`src/design/hdfs_pkg.sv`:
```
// hdfs_pkg: shared types and constants for the http/2 data frame segmenter
// used by hdfs_framer, hdfs_emitter and the top level
`timescale 1ns / 1ps

package hdfs_pkg;

  localparam logic [23:0] MIN_FRAME       = 24'd16384;
  localparam logic [7:0]  FLAG_STREAM_END = 8'h01;
  localparam logic [7:0]  FLAG_PADDED     = 8'h08;

  // beat numbering of one run: header bytes 0..8, payload byte last
  localparam logic [3:0]  HDR_BEATS = 4'd9;
  localparam logic [3:0]  PAY_BEAT  = 4'd9;

  localparam logic [3:0]  BEAT_LEN_HI  = 4'd0;
  localparam logic [3:0]  BEAT_LEN_MID = 4'd1;
  localparam logic [3:0]  BEAT_LEN_LO  = 4'd2;
  localparam logic [3:0]  BEAT_TYPE    = 4'd3;
  localparam logic [3:0]  BEAT_FLAGS   = 4'd4;
  localparam logic [3:0]  BEAT_SID_3   = 4'd5;
  localparam logic [3:0]  BEAT_SID_2   = 4'd6;
  localparam logic [3:0]  BEAT_SID_1   = 4'd7;
  localparam logic [3:0]  BEAT_SID_0   = 4'd8;

  // one accepted payload byte and everything needed to emit its run
  typedef struct packed {
    logic        with_header;
    logic [23:0] frame_len;
    logic [7:0]  frame_type;
    logic [7:0]  frame_flags;
    logic [30:0] strm_id;
    logic [7:0]  data_byte;
    logic        end_of_frame;
    logic        end_of_message;
  } run_desc_t;

endpackage

```
`src/design/hdfs_framer.sv`:
```
// hdfs_framer: message and frame bookkeeping, one accepted byte per cycle
// depends on hdfs_pkg (run_desc_t, frame constants)
`timescale 1ns / 1ps

module hdfs_framer (
  input  logic                clk,
  input  logic                rst,
  input  logic                cfg_wr,
  input  logic [23:0]         cfg_data,
  input  logic                accept,
  input  logic [7:0]          data_byte,
  input  logic [31:0]         message_length,
  input  logic [30:0]         strm_id,
  input  logic [7:0]          frame_type,
  input  logic [7:0]          frame_flags,
  output logic                desc_valid,
  output hdfs_pkg::run_desc_t desc
);

  logic [23:0] frame_limit;
  logic [31:0] bytes_consumed;
  logic [23:0] frame_bytes_left;
  logic [31:0] held_length;
  logic [30:0] held_stream;
  logic [7:0]  held_type;
  logic [7:0]  held_flags;

  logic        idle;
  logic        drop;
  logic [31:0] len_eff;
  logic [7:0]  flags_eff;
  logic [23:0] fleft_eff;
  logic        new_frame;
  logic [23:0] limit;
  logic [31:0] remain;
  logic        last_frame;
  logic [23:0] flen;
  logic [23:0] left_after;
  logic [31:0] consumed_after;
  logic        eof;
  logic        eom;
  logic [7:0]  hdr_flags;

  always_comb begin
    idle      = (bytes_consumed == 32'd0);
    drop      = idle && (message_length == 32'd0);
    len_eff   = idle ? message_length : held_length;
    flags_eff = idle ? (frame_flags & ~hdfs_pkg::FLAG_PADDED) : held_flags;
    fleft_eff = idle ? 24'd0 : frame_bytes_left;
    new_frame = (fleft_eff == 24'd0);
    limit     = (frame_limit < hdfs_pkg::MIN_FRAME) ? hdfs_pkg::MIN_FRAME : frame_limit;
    remain    = len_eff - bytes_consumed;
    last_frame = (remain <= {8'd0, limit});
    flen      = last_frame ? remain[23:0] : limit;
    hdr_flags = (flags_eff & ~hdfs_pkg::FLAG_STREAM_END)
              | (last_frame ? (flags_eff & hdfs_pkg::FLAG_STREAM_END) : 8'd0);
    left_after     = (new_frame ? flen : fleft_eff) - 24'd1;
    consumed_after = bytes_consumed + 32'd1;
    eof = new_frame ? (flen == 24'd1) : (fleft_eff == 24'd1);
    eom = (consumed_after == len_eff);

    desc_valid          = accept && !drop;
    desc.with_header    = new_frame;
    desc.frame_len      = flen;
    desc.frame_type     = idle ? frame_type : held_type;
    desc.frame_flags    = hdr_flags;
    desc.strm_id        = idle ? strm_id : held_stream;
    desc.data_byte      = data_byte;
    desc.end_of_frame   = eof;
    desc.end_of_message = eom;
  end

  always_ff @(posedge clk) begin
    if (rst) begin
      frame_limit      <= hdfs_pkg::MIN_FRAME;
      bytes_consumed   <= 32'd0;
      frame_bytes_left <= 24'd0;
    end else begin
      if (cfg_wr) begin
        frame_limit <= cfg_data;
      end
      if (desc_valid) begin
        if (eom) begin
          bytes_consumed   <= 32'd0;
          frame_bytes_left <= 24'd0;
        end else begin
          bytes_consumed   <= consumed_after;
          frame_bytes_left <= left_after;
        end
      end
    end
  end

  // message header fields, latched on the first byte
  always_ff @(posedge clk) begin
    if (rst) begin
      held_length <= 32'd0;
      held_stream <= 31'd0;
      held_type   <= 8'd0;
      held_flags  <= 8'd0;
    end else if (desc_valid && idle) begin
      held_length <= message_length;
      held_stream <= strm_id;
      held_type   <= frame_type;
      held_flags  <= frame_flags & ~hdfs_pkg::FLAG_PADDED;
    end
  end

endmodule

```
`src/design/hdfs_emitter.sv`:
```
// hdfs_emitter: holding slot plus output run register, serializes header and payload
// depends on hdfs_pkg (run_desc_t, beat constants)
`timescale 1ns / 1ps

module hdfs_emitter (
  input  logic                clk,
  input  logic                rst,
  input  logic                desc_valid,
  input  hdfs_pkg::run_desc_t desc,
  output logic                desc_ready,
  output logic                out_valid,
  input  logic                out_ready,
  output logic [7:0]          out_byte,
  output logic                is_header,
  output logic                end_of_frame,
  output logic                end_of_message,
  output logic                last_of_run
);

  hdfs_pkg::run_desc_t slot;
  logic                slot_valid;
  hdfs_pkg::run_desc_t run;
  logic                run_valid;
  logic [3:0]          beat;

  logic run_done;
  logic slot_take;

  always_comb begin
    run_done   = run_valid && (beat == hdfs_pkg::PAY_BEAT) && out_ready;
    slot_take  = slot_valid && (!run_valid || run_done);
    desc_ready = !slot_valid || slot_take;
  end

  always_ff @(posedge clk) begin
    if (rst) begin
      slot_valid <= 1'b0;
      run_valid  <= 1'b0;
      beat       <= 4'd0;
    end else begin
      if (desc_valid) begin
        slot_valid <= 1'b1;
      end else if (slot_take) begin
        slot_valid <= 1'b0;
      end
      if (slot_take) begin
        run_valid <= 1'b1;
        beat      <= slot.with_header ? hdfs_pkg::BEAT_LEN_HI : hdfs_pkg::PAY_BEAT;
      end else if (run_done) begin
        run_valid <= 1'b0;
      end else if (run_valid && out_ready) begin
        beat <= beat + 4'd1;
      end
    end
  end

  always_ff @(posedge clk) begin
    if (desc_valid) begin
      slot <= desc;
    end
    if (slot_take) begin
      run <= slot;
    end
  end

  always_comb begin
    unique case (beat)
      hdfs_pkg::BEAT_LEN_HI:  out_byte = run.frame_len[23:16];
      hdfs_pkg::BEAT_LEN_MID: out_byte = run.frame_len[15:8];
      hdfs_pkg::BEAT_LEN_LO:  out_byte = run.frame_len[7:0];
      hdfs_pkg::BEAT_TYPE:    out_byte = run.frame_type;
      hdfs_pkg::BEAT_FLAGS:   out_byte = run.frame_flags;
      hdfs_pkg::BEAT_SID_3:   out_byte = {1'b0, run.strm_id[30:24]};
      hdfs_pkg::BEAT_SID_2:   out_byte = run.strm_id[23:16];
      hdfs_pkg::BEAT_SID_1:   out_byte = run.strm_id[15:8];
      hdfs_pkg::BEAT_SID_0:   out_byte = run.strm_id[7:0];
      default:                out_byte = run.data_byte;
    endcase
    out_valid      = run_valid;
    is_header      = (beat < hdfs_pkg::HDR_BEATS);
    last_of_run    = (beat == hdfs_pkg::PAY_BEAT);
    end_of_frame   = last_of_run && run.end_of_frame;
    end_of_message = last_of_run && run.end_of_message;
  end

endmodule

```
`src/design/http2_data_frame_segmenter_core.sv`:
```
// http2_data_frame_segmenter_core: top level of the http/2 data frame segmenter
// depends on hdfs_pkg, hdfs_framer, hdfs_emitter
`timescale 1ns / 1ps

// usage
//   s_* stream: one payload byte per transaction; message length, stream id,
//     type and flags ride along and are sampled on a message's first byte only
//   m_* stream: one wire byte per transaction, 9 header bytes before the first
//     payload byte of every frame; tlast closes the bytes caused by one input
//   cfg_*: write of the frame size limit, always ready, values below 16384 act
//     as 16384; a new value applies from the next frame boundary
// each input byte passes through the holding slot and then the output register
// throughput: one payload byte per cycle inside a frame while m_tready is high;
//   a byte that opens a frame sends 9 header bytes and then itself over the
//   single output byte lane, and the input stalls once the holding slot fills
// a zero-length message byte is accepted and dropped, giving no output
// reset (rst, synchronous) empties the holding slot and the output register,
//   ends any message in progress and restores the frame size limit to 16384
// when m_tready is low the output register and one holding slot fill, then
//   s_tready drops; nothing is lost or repeated
module http2_data_frame_segmenter_core (
  input  logic        clk,
  input  logic        rst,
  input  logic        cfg_valid,
  output logic        cfg_ready,
  input  logic [23:0] cfg_data,     // frame size limit
  input  logic        s_tvalid,
  output logic        s_tready,
  // s_tdata from bit 0: data_byte[7:0], message_length[39:8], strm_id[70:40],
  //   frame_type[78:71], frame_flags[86:79], zero pad [87]
  input  logic [87:0] s_tdata,
  output logic        m_tvalid,
  input  logic        m_tready,
  output logic [7:0]  m_tdata,      // out_byte
  output logic [2:0]  m_tuser,      // is_header[0], end_of_frame[1], end_of_message[2]
  output logic        m_tlast       // last_of_run
);

  logic                s_accept;
  logic                desc_valid;
  logic                desc_ready;
  hdfs_pkg::run_desc_t desc;
  logic                is_header;
  logic                end_of_frame;
  logic                end_of_message;

  // user must land register writes only while idle, unenforced; cfg never pushes back
  assign cfg_ready = 1'b1;
  assign s_tready  = desc_ready;
  assign s_accept  = s_tvalid && desc_ready;

  // per-byte bookkeeping and header field selection
  hdfs_framer u_framer (
    .clk            (clk),
    .rst            (rst),
    .cfg_wr         (cfg_valid),
    .cfg_data       (cfg_data),
    .accept         (s_accept),
    .data_byte      (s_tdata[7:0]),
    .message_length (s_tdata[39:8]),
    .strm_id        (s_tdata[70:40]),
    .frame_type     (s_tdata[78:71]),
    .frame_flags    (s_tdata[86:79]),
    .desc_valid     (desc_valid),
    .desc           (desc)
  );

  // slot and output register, walks each run out a byte per transaction
  hdfs_emitter u_emitter (
    .clk            (clk),
    .rst            (rst),
    .desc_valid     (desc_valid),
    .desc           (desc),
    .desc_ready     (desc_ready),
    .out_valid      (m_tvalid),
    .out_ready      (m_tready),
    .out_byte       (m_tdata),
    .is_header      (is_header),
    .end_of_frame   (end_of_frame),
    .end_of_message (end_of_message),
    .last_of_run    (m_tlast)
  );

  assign m_tuser = {end_of_message, end_of_frame, is_header};

endmodule

```
`config.mk`:
```
export PLATFORM = sky130hd
export DESIGN_NAME = http2_data_frame_segmenter_core
export DESIGN_NICKNAME = d
export VERILOG_FILES = /design/src/design/hdfs_pkg.sv /design/src/design/hdfs_framer.sv /design/src/design/hdfs_emitter.sv /design/src/design/http2_data_frame_segmenter_core.sv
export SDC_FILE = /design/constraint.sdc
export NUM_CORES = 1
export LEC_CHECK = 0
export BUFFER_PORTS_ARGS = -buffer_cell sky130_fd_sc_hd__buf_2
export CAP_MARGIN = 40
export CORE_ASPECT_RATIO = 0.5
export CORE_UTILIZATION = 45
export CTS_CLUSTER_SIZE = 14
export DETAILED_ROUTE_END_ITERATION = 6
export PLACE_DENSITY = 0.62
export SYNTH_ARGS = -nofsm -noshare
export SYNTH_HDL_FRONTEND = slang
export SYNTH_SLANG_ARGS = --single-unit
```
`constraint.sdc`:
```
create_clock -name clk -period 16.2 [get_ports clk]
set_input_delay 2.43 -clock clk [delete_from_list [all_inputs] [get_ports clk]]
set_output_delay 2.43 -clock clk [all_outputs]
set_load 0.005 [all_outputs]
```
==> impl_metrics.yaml, run 1 <==
final_layout:
  final_nets: 2221
  n_antenna_cell: 0
  syn_to_final_growth_pct: 11.6
  nFillCells: 3570
  drive_gt1_share_pct: 11.1
min_path:
  worstHoldPathCells: 0
  worstHoldEndpoint: "u_emitter.run[14]"
  min_from: "u_emitter.slot[14]"
  hold_path.class: "flip-flop to flip-flop"
global_routing:
  antenna_found_initial: 0
  grt_overflow: 0
  track_usage_pct: 23.8
  grt_max_degree: 78
  grt_pass1_wl_mm: 74.6
  grt_pass1_vias: 13300
logic_synthesis:
  synth_top_area_share_pct: 27.7
  syn_avg_cell_area_um2: 8.86
  ys_ff_latch: 325
  syn_area_mm2: 0.0175
  synth_flop_cell: "dfxtp_1"
  ys_types: 83
  yosys.area.top_type: "edfxtp_1"
  async_flop_share_pct: 0
  yosys_warnings: 0
  synth_area_leaders: "edfxtp_1 28%, dfxtp_1 19%, nand2_1 10%, a21oi_1 5.2%, ha_1 4.5%"
  synth.net_count: 2154
  synth_edf_count: 161
  yosysSeqAreaShare_pct: 46.5
  syn_inst: 1973
setup_path:
  max_stage_delay_ns: 0.72
  critPathBufInv: 4
  worst-path-stages: 34
  critPathLaunchType: "flip-flop"
  cp_top_family: "compound AO/OA/AOI/OAI gates"
  cp.arrival_ns: 10.09
  cpMostUsedCell: "ha_1"
  cpMaxStageDelayCell: "buf_4"
  r2r_cells: 34
  rr_startpoint: "u_framer.bytes_consumed[1]"
  worstPathRequired_ns: 16.69
  critPathCaptureType: "flip-flop"
  reg2reg_slack_ns: 6.60
  r2r_end: "u_framer.frame_bytes_left[18]"
  crit_type: "flip-flop to flip-flop"
  worstPathMaxFanout: 63
floorplan:
  coreArea_mm2: 0.0378
  start_util_pct: 46.2
  rows: 50
  die_x_um: 281
  die_area_mm2: 0.0397
  die_h_um: 141
  io-pin-count: 132
drt:
  detail_route.iter0.violations: 1367
  wire_per_inst_um: 18.3
  routed_wl_mm: 47.3
  ant_nets: 0
  dr_total_vias: 14400
  first_pass_iters: 6
  via_per_inst: 5.56
  drc_errors: 0
timing:
  rsz0062_at_grt: "false"
  slew_viol_final: 0
  tightest_slew_ns: 0.968
  whs_ns: 0.405
  fin_crit_sh_pct: 59.3
  setup_tns_ns: 0
  skew_ns: 0.0337
  setup_viol: 0
  slew_headroom_pct: 35.4
  final_hold_viol_count: 0
  fmax_mhz: 104
  finalCriticalPeriod_ns: 9.60
placement:
  dp_hpwl_mm: 33.8
  gp_congestion: 0.904
  io_buffer_count: 128
cts:
  post-cts-setup-buffers: 0
  htree_levels: 1
  cts_tree: "done"
  cts_hold_buffers: 0
  cts_made_buffers: 30
  ctsResizeCount: 0
  clock_latency_ns: 0.61
  cts_sinks: 325
  cts-root-buf: "clkbuf_16"
  clk_pin_slew_ns: 0.07
  cts_buffer_depth: 3
power_and_ir_drop:
  clkPwrFrac_pct: 31.7
  netSwitchingPower_w: 0.000676
  power.density_mw_per_mm2: 111
  p_comb_share_pct: 24.0
  intPower_w: 0.00149
  sw_frac_of_total_pct: 31.3
  seq_power_share_pct: 44.3
  irDropWorstVdd_mv: 0.0890
  power_leakage_nw: 7.59
outcome:
  status: "finished, final reports clean"
job:
  drv_cap: 0
## cell type report
class	instances	area, um2	area share (%)
multi-input cells	1464	8660	44.4
flip-flops and latches	325	8120	41.6
repair buffers	149	878	4.50
clock buffers	46	851	4.36
well taps	520	651	3.34
inverters	70	265	1.36
clock inverters	10	85.1	0.436
## how the worst max path moves through the flow
stage | slack [ns] | start | to
6_report | 6.60 | u_framer.bytes_consumed[1] | u_framer.frame_bytes_left[18]
5_1_grt | 5.98 | u_framer.bytes_consumed[1] | u_framer.frame_bytes_left[10]
4_1_cts | 6.65 | u_framer.bytes_consumed[1] | u_framer.frame_bytes_left[18]
3_5_place_dp | 6.72 | u_framer.bytes_consumed[1] | u_framer.frame_bytes_left[18]
3_3_place_gp | 6.74 | u_framer.bytes_consumed[1] | u_framer.frame_bytes_left[18]
2_1_floorplan | 8.29 | u_framer.bytes_consumed[1] | u_framer.frame_bytes_left[18]
## power by group through the flow
stage | clock network, W | registers [W] | logic (W)
after detailed placement | 0 | 0.000974 | 0.000512
after floorplan | 0 | 0.000965 | 0.000365
after global placement | 0 | 0.000973 | 0.000503
after CTS | 0.000701 | 0.000956 | 0.000515
after global routing | 0.000737 | 0.000962 | 0.000573
final | 0.000686 | 0.000956 | 0.000519
## cell families (layout without fill, tap and decap cells)
group                      after synthesis  after routing  share of synthesized area, %
and+or+nand+nor                        826            826                          21.1
AOI/OAI and AO/OA                      419            419                          14.9
DFF                                    325            325                          46.5
buffers and inverters                  184            275                          4.21
xor gates and xnor gates                93             93                          5.13
adders and majority gates               64             64                          4.63
muxes                                   61             61                          3.62
other                                    1              1                        0.0215
## metrics by stage
| step | total power (W) | instance area (um2) | cells | util [%] | setup WS, ns |
|---|---|---|---|---|---|
| floorplan | 0.00133 | 17500 | 1973 | - | 8.29 |
| global placement | 0.00148 | 18400 | 2521 | 48.8 | 6.74 |
| detailed placement | 0.00149 | 18600 | 2528 | 49.1 | 6.72 |
| CTS | 0.00217 | 19500 | 2584 | 51.6 | 6.65 |
| global route | 0.00227 | 19500 | 2584 | 51.6 | 5.98 |
| finish | 0.00216 | 19500 | 2584 | 51.6 | 6.60 |
## worst register-to-register path: cells and delay by family (launching register included)
family / cells / cell delay (ns)
flops: 1 / 0.34
simple gates: 8 / 2.74
mux: 2 / 0.57
xor+xnor: 1 / 0.18
compound gates: 14 / 3.10
fa+ha+maj: 5 / 1.32
buf+inv: 4 / 1.21
## registers in the layout, indices dropped and copies added, names as in the netlist
name                       count
u_emitter.slot_valid           1
u_emitter.beat                 4
u_emitter.out_valid            1
u_framer.held_flags            7
u_framer.held_length          32
u_framer.frame_bytes_left     24
u_framer.held_stream          31
u_emitter.slot                81
u_framer.bytes_consumed       32
u_framer.held_type             8
u_emitter.run                 80
u_framer.frame_limit          24
## cell usage after synthesis (23+ instances only)
library cell	n
mux2i_1	43
nor4_1	33
nand3_1	41
inv_1	70
nor3_1	36
ha_1	63
clkbuf_1	87
o21ai_0	80
xor2_1	23
nand2_1	486
nor2_1	109
dfxtp_1	164
edfxtp_1	161
xnor2_1	64
nand4_1	27
a21oi_1	181
## per-layer routing
layer | vias to the layer above | track usage [%] | part of all wire [%]
li1 | 7109 | - | -
met1 | 6736 | 34.3 | 47
met2 | 453 | 37.9 | 45
met3 | 64 | 3.98 | 6.6
met4 | 0 | 4.60 | 1.8
met5 | - | 0 | 0
## layout by cell type (no fill, tap or decap), types with 6 or more instances in the layout
cell type / netlist / routed
nand2_1: 486 / 485
a21oi_1: 181 / 181
dfxtp_1: 164 / 164
edfxtp_1: 161 / 161
buf_2: 6 / 128
nor2_1: 109 / 107
o21ai_0: 80 / 80
inv_1: 70 / 69
xnor2_1: 64 / 64
ha_1: 63 / 63
mux2i_1: 43 / 43
nand3_1: 41 / 41
nor3_1: 36 / 36
nor4_1: 33 / 33
clkbuf_16: 0 / 30
nand4_1: 27 / 27
xor2_1: 23 / 23
mux2_2: 18 / 18
a22oi_1: 18 / 18
a21o_1: 17 / 17
or3_1: 17 / 17
a22o_1: 16 / 16
buf_4: 4 / 16
and3_1: 15 / 15
a31oi_1: 13 / 13
clkbuf_1: 87 / 12
and2_1: 12 / 11
a211oi_1: 10 / 10
a222oi_1: 9 / 9
nand2b_1: 8 / 8
nor2b_1: 8 / 8
a221o_1: 7 / 7
o21a_1: 7 / 7
o211ai_1: 6 / 6
xnor3_1: 6 / 6
Note: power is estimated with default switching activity, not from simulation.
==> inputs of run 2 (changes only) <==
clock period = 9.3 ns   (was 16.2 ns; I/O delays follow)
==> run 2 against run 1 <==
  * Die area unchanged
  * Clock skew shrank 0.014 ns
  * Sequential share of layout area is 0.21 points lower
  * Maximum frequency up 16%
  * Largest cell class unchanged
  * Worst hold slack better by 0.0075 ns
  * Critical path depth is 1 lower
  * Highest routed layer unchanged
  * Flip-flop and latch count stayed put
  * Combinational power increased by 74%
  * Setup slack got worse by 5.6 ns
  * Total power increased by 77%
  * Via count increased by 0.60%
==> impl_metrics.yaml, run 2 (same netlist as run 1, synthesis figures left out) <==
setup_path:
  critPathLaunchType: "flip-flop"
  max_stage_delay_ns: 0.48
  cpMostUsedCell: "ha_1"
  worstPathMaxFanout: 41
  critPathBufInv: 3
  worstPathRequired_ns: 9.75
  rr_startpoint: "u_framer.bytes_consumed[1]"
  reg2reg_slack_ns: 1.05
  crit_type: "flip-flop to flip-flop"
  cp.arrival_ns: 8.70
  cpMaxStageDelayCell: "buf_4"
  cp_top_family: "simple AND/OR/NAND/NOR gates"
  r2r_cells: 33
  r2r_end: "u_framer.frame_bytes_left[10]"
  critPathCaptureType: "flip-flop"
final_layout:
  syn_to_final_growth_pct: 12.2
  regArea_mm2: 0.00812
  largest_reg_flops: 81
  top_regs: "u_emitter.slot: 81 flops, u_emitter.run: 80 flops"
  nFillCells: 3591
  drive_gt1_share_pct: 11.5
  top_register: "u_emitter.slot"
  final_common_cell: "nand2_1"
  layout_common_cells: "485 x nand2_1, 181 x a21oi_1, 164 x dfxtp_1"
  multi_input_area_mm2: 0.00866
  n_antenna_cell: 0
  final_nets: 2229
min_path:
  min_from: "u_emitter.slot[66]"
  hold_path.class: "flip-flop to flip-flop"
  worstHoldEndpoint: "u_emitter.run[66]"
  worstHoldPathCells: 0
floorplan:
  die_x_um: 281
  start_util_pct: 46.2
  coreArea_mm2: 0.0378
  die_area_mm2: 0.0397
  io-pin-count: 132
  rows: 50
  die_h_um: 141
timing:
  skew_ns: 0.0199
  rsz0062_at_grt: "false"
  slew_headroom_pct: 39.9
  final_hold_viol_count: 0
  setup_tns_ns: 0
  finalCriticalPeriod_ns: 8.25
  fin_crit_sh_pct: 88.8
  setup_viol: 0
  tightest_slew_ns: 0.900
  fmax_mhz: 121
  slew_viol_final: 0
placement:
  io_buffer_count: 128
  gp_congestion: 0.900
  dp_hpwl_mm: 33.9
drt:
  via_per_inst: 5.57
  first_pass_iters: 6
  detail_route.iter0.violations: 1208
  drc_errors: 0
  drt-met1-wl_mm: 22.2
  dr_total_vias: 14400
  routed_wl_mm: 47.0
  highest_layer: "met4"
  wl_met2_mm: 21.1
  wire_per_inst_um: 18.1
  wl_met3_mm: 2.89
  ant_nets: 0
power_and_ir_drop:
  power.density_mw_per_mm2: 196
  clkPwrFrac_pct: 33.0
  power_leakage_nw: 7.64
  seq_power_share_pct: 43.5
  irDropWorstVdd_mv: 0.137
  sw_frac_of_total_pct: 30.7
  netSwitchingPower_w: 0.00118
  p_comb_share_pct: 23.6
  total_power_w: 0.00383
  intPower_w: 0.00265
global_routing:
  grt_overflow: 0
  grt_max_degree: 74
  antenna_found_initial: 0
  grt_pass1_vias: 13400
  grt_pass1_wl_mm: 74.6
  track_usage_pct: 23.9
cts:
  clock_latency_ns: 0.59
  cts_buffer_depth: 3
  cts_hold_buffers: 0
  cts_tree: "done"
  cts_made_buffers: 30
  htree_levels: 1
  clk_pin_slew_ns: 0.07
  cts_sinks: 325
  post-cts-setup-buffers: 0
  ctsResizeCount: 0
  cts-root-buf: "clkbuf_16"
job:
  drv_cap: 0
outcome:
  status: "finished, final reports clean"
[run 2: cell count changes in the layout (fill, tap and decap cells not counted), sizes merged]
cell,change
clkinvlp,+1
clkdlybuf4s15,+1
clkbuf,-4
clkinv,+2
buf,+7
bufinv,+3
inv,-2
[run 2: per-stage QoR]
stage               utilization, %  setup slack (ns)  cells  hold slack [ns]  cell area (um2)
floorplan                        -              1.39   1973            0.400            17500
global placement              49.0              1.32   2530            0.400            18500
detailed placement            49.3              1.24   2536            0.405            18600
CTS                           51.9              1.19   2592            0.414            19600
global route                  51.9             0.631   2592            0.417            19600
finish                        51.9              1.05   2592            0.413            19600
[run 2: worst reg2reg max path, delay by kind of cell, from the launching register on]
kind / cells / cell delay, ns
buffers and inverters: 3 / 0.89
XOR/XNOR: 1 / 0.17
AO/OA/AOI/OAI: 12 / 2.61
AND/OR/NAND/NOR: 12 / 2.82
multiplexers: 1 / 0.23
flip-flops: 1 / 0.34
adder cells (fa/ha/maj): 4 / 1.03
[run 2: metal layers]
metal / track usage, % / up-vias
li1: - / 7129
met1: 34.9 / 6857
met2: 37.9 / 407
met3: 3.29 / 55
met4: 4.69 / 0
met5: 0 / -
[run 2: how the worst max path moves through the flow]
stage                                    start                            end  slack (ns)  cells past startpoint
CTS                 u_framer.bytes_consumed[1]  u_framer.frame_bytes_left[18]        1.19                     33
global placement    u_framer.bytes_consumed[1]  u_framer.frame_bytes_left[18]        1.32                     33
global route        u_framer.bytes_consumed[1]  u_framer.frame_bytes_left[18]        0.63                     33
detailed placement  u_framer.bytes_consumed[1]  u_framer.frame_bytes_left[18]        1.24                     33
finish              u_framer.bytes_consumed[1]  u_framer.frame_bytes_left[10]        1.05                     33
floorplan           u_framer.bytes_consumed[1]  u_framer.frame_bytes_left[18]        1.39                     39
[run 2: final cells by class]
| type | count | area share, % |
|---|---|---|
| repair buffers | 157 | 4.71 |
| multi-input cells | 1464 | 44.2 |
| inverters | 70 | 1.35 |
| flip-flops and latches | 325 | 41.4 |
| well taps | 520 | 3.32 |
| clock buffers | 42 | 4.17 |
| clock inverters | 14 | 0.874 |
[run 2: power groups by stage]
stage | Combinational (W) | Clock, W | Sequential [W]
5_1_grt | 0.00100 | 0.00135 | 0.00168
3_3_place_gp | 0.000882 | 0 | 0.00169
4_1_cts | 0.000900 | 0.00129 | 0.00167
2_1_floorplan | 0.000636 | 0 | 0.00168
6_report | 0.000904 | 0.00126 | 0.00167
3_5_place_dp | 0.000896 | 0 | 0.00170
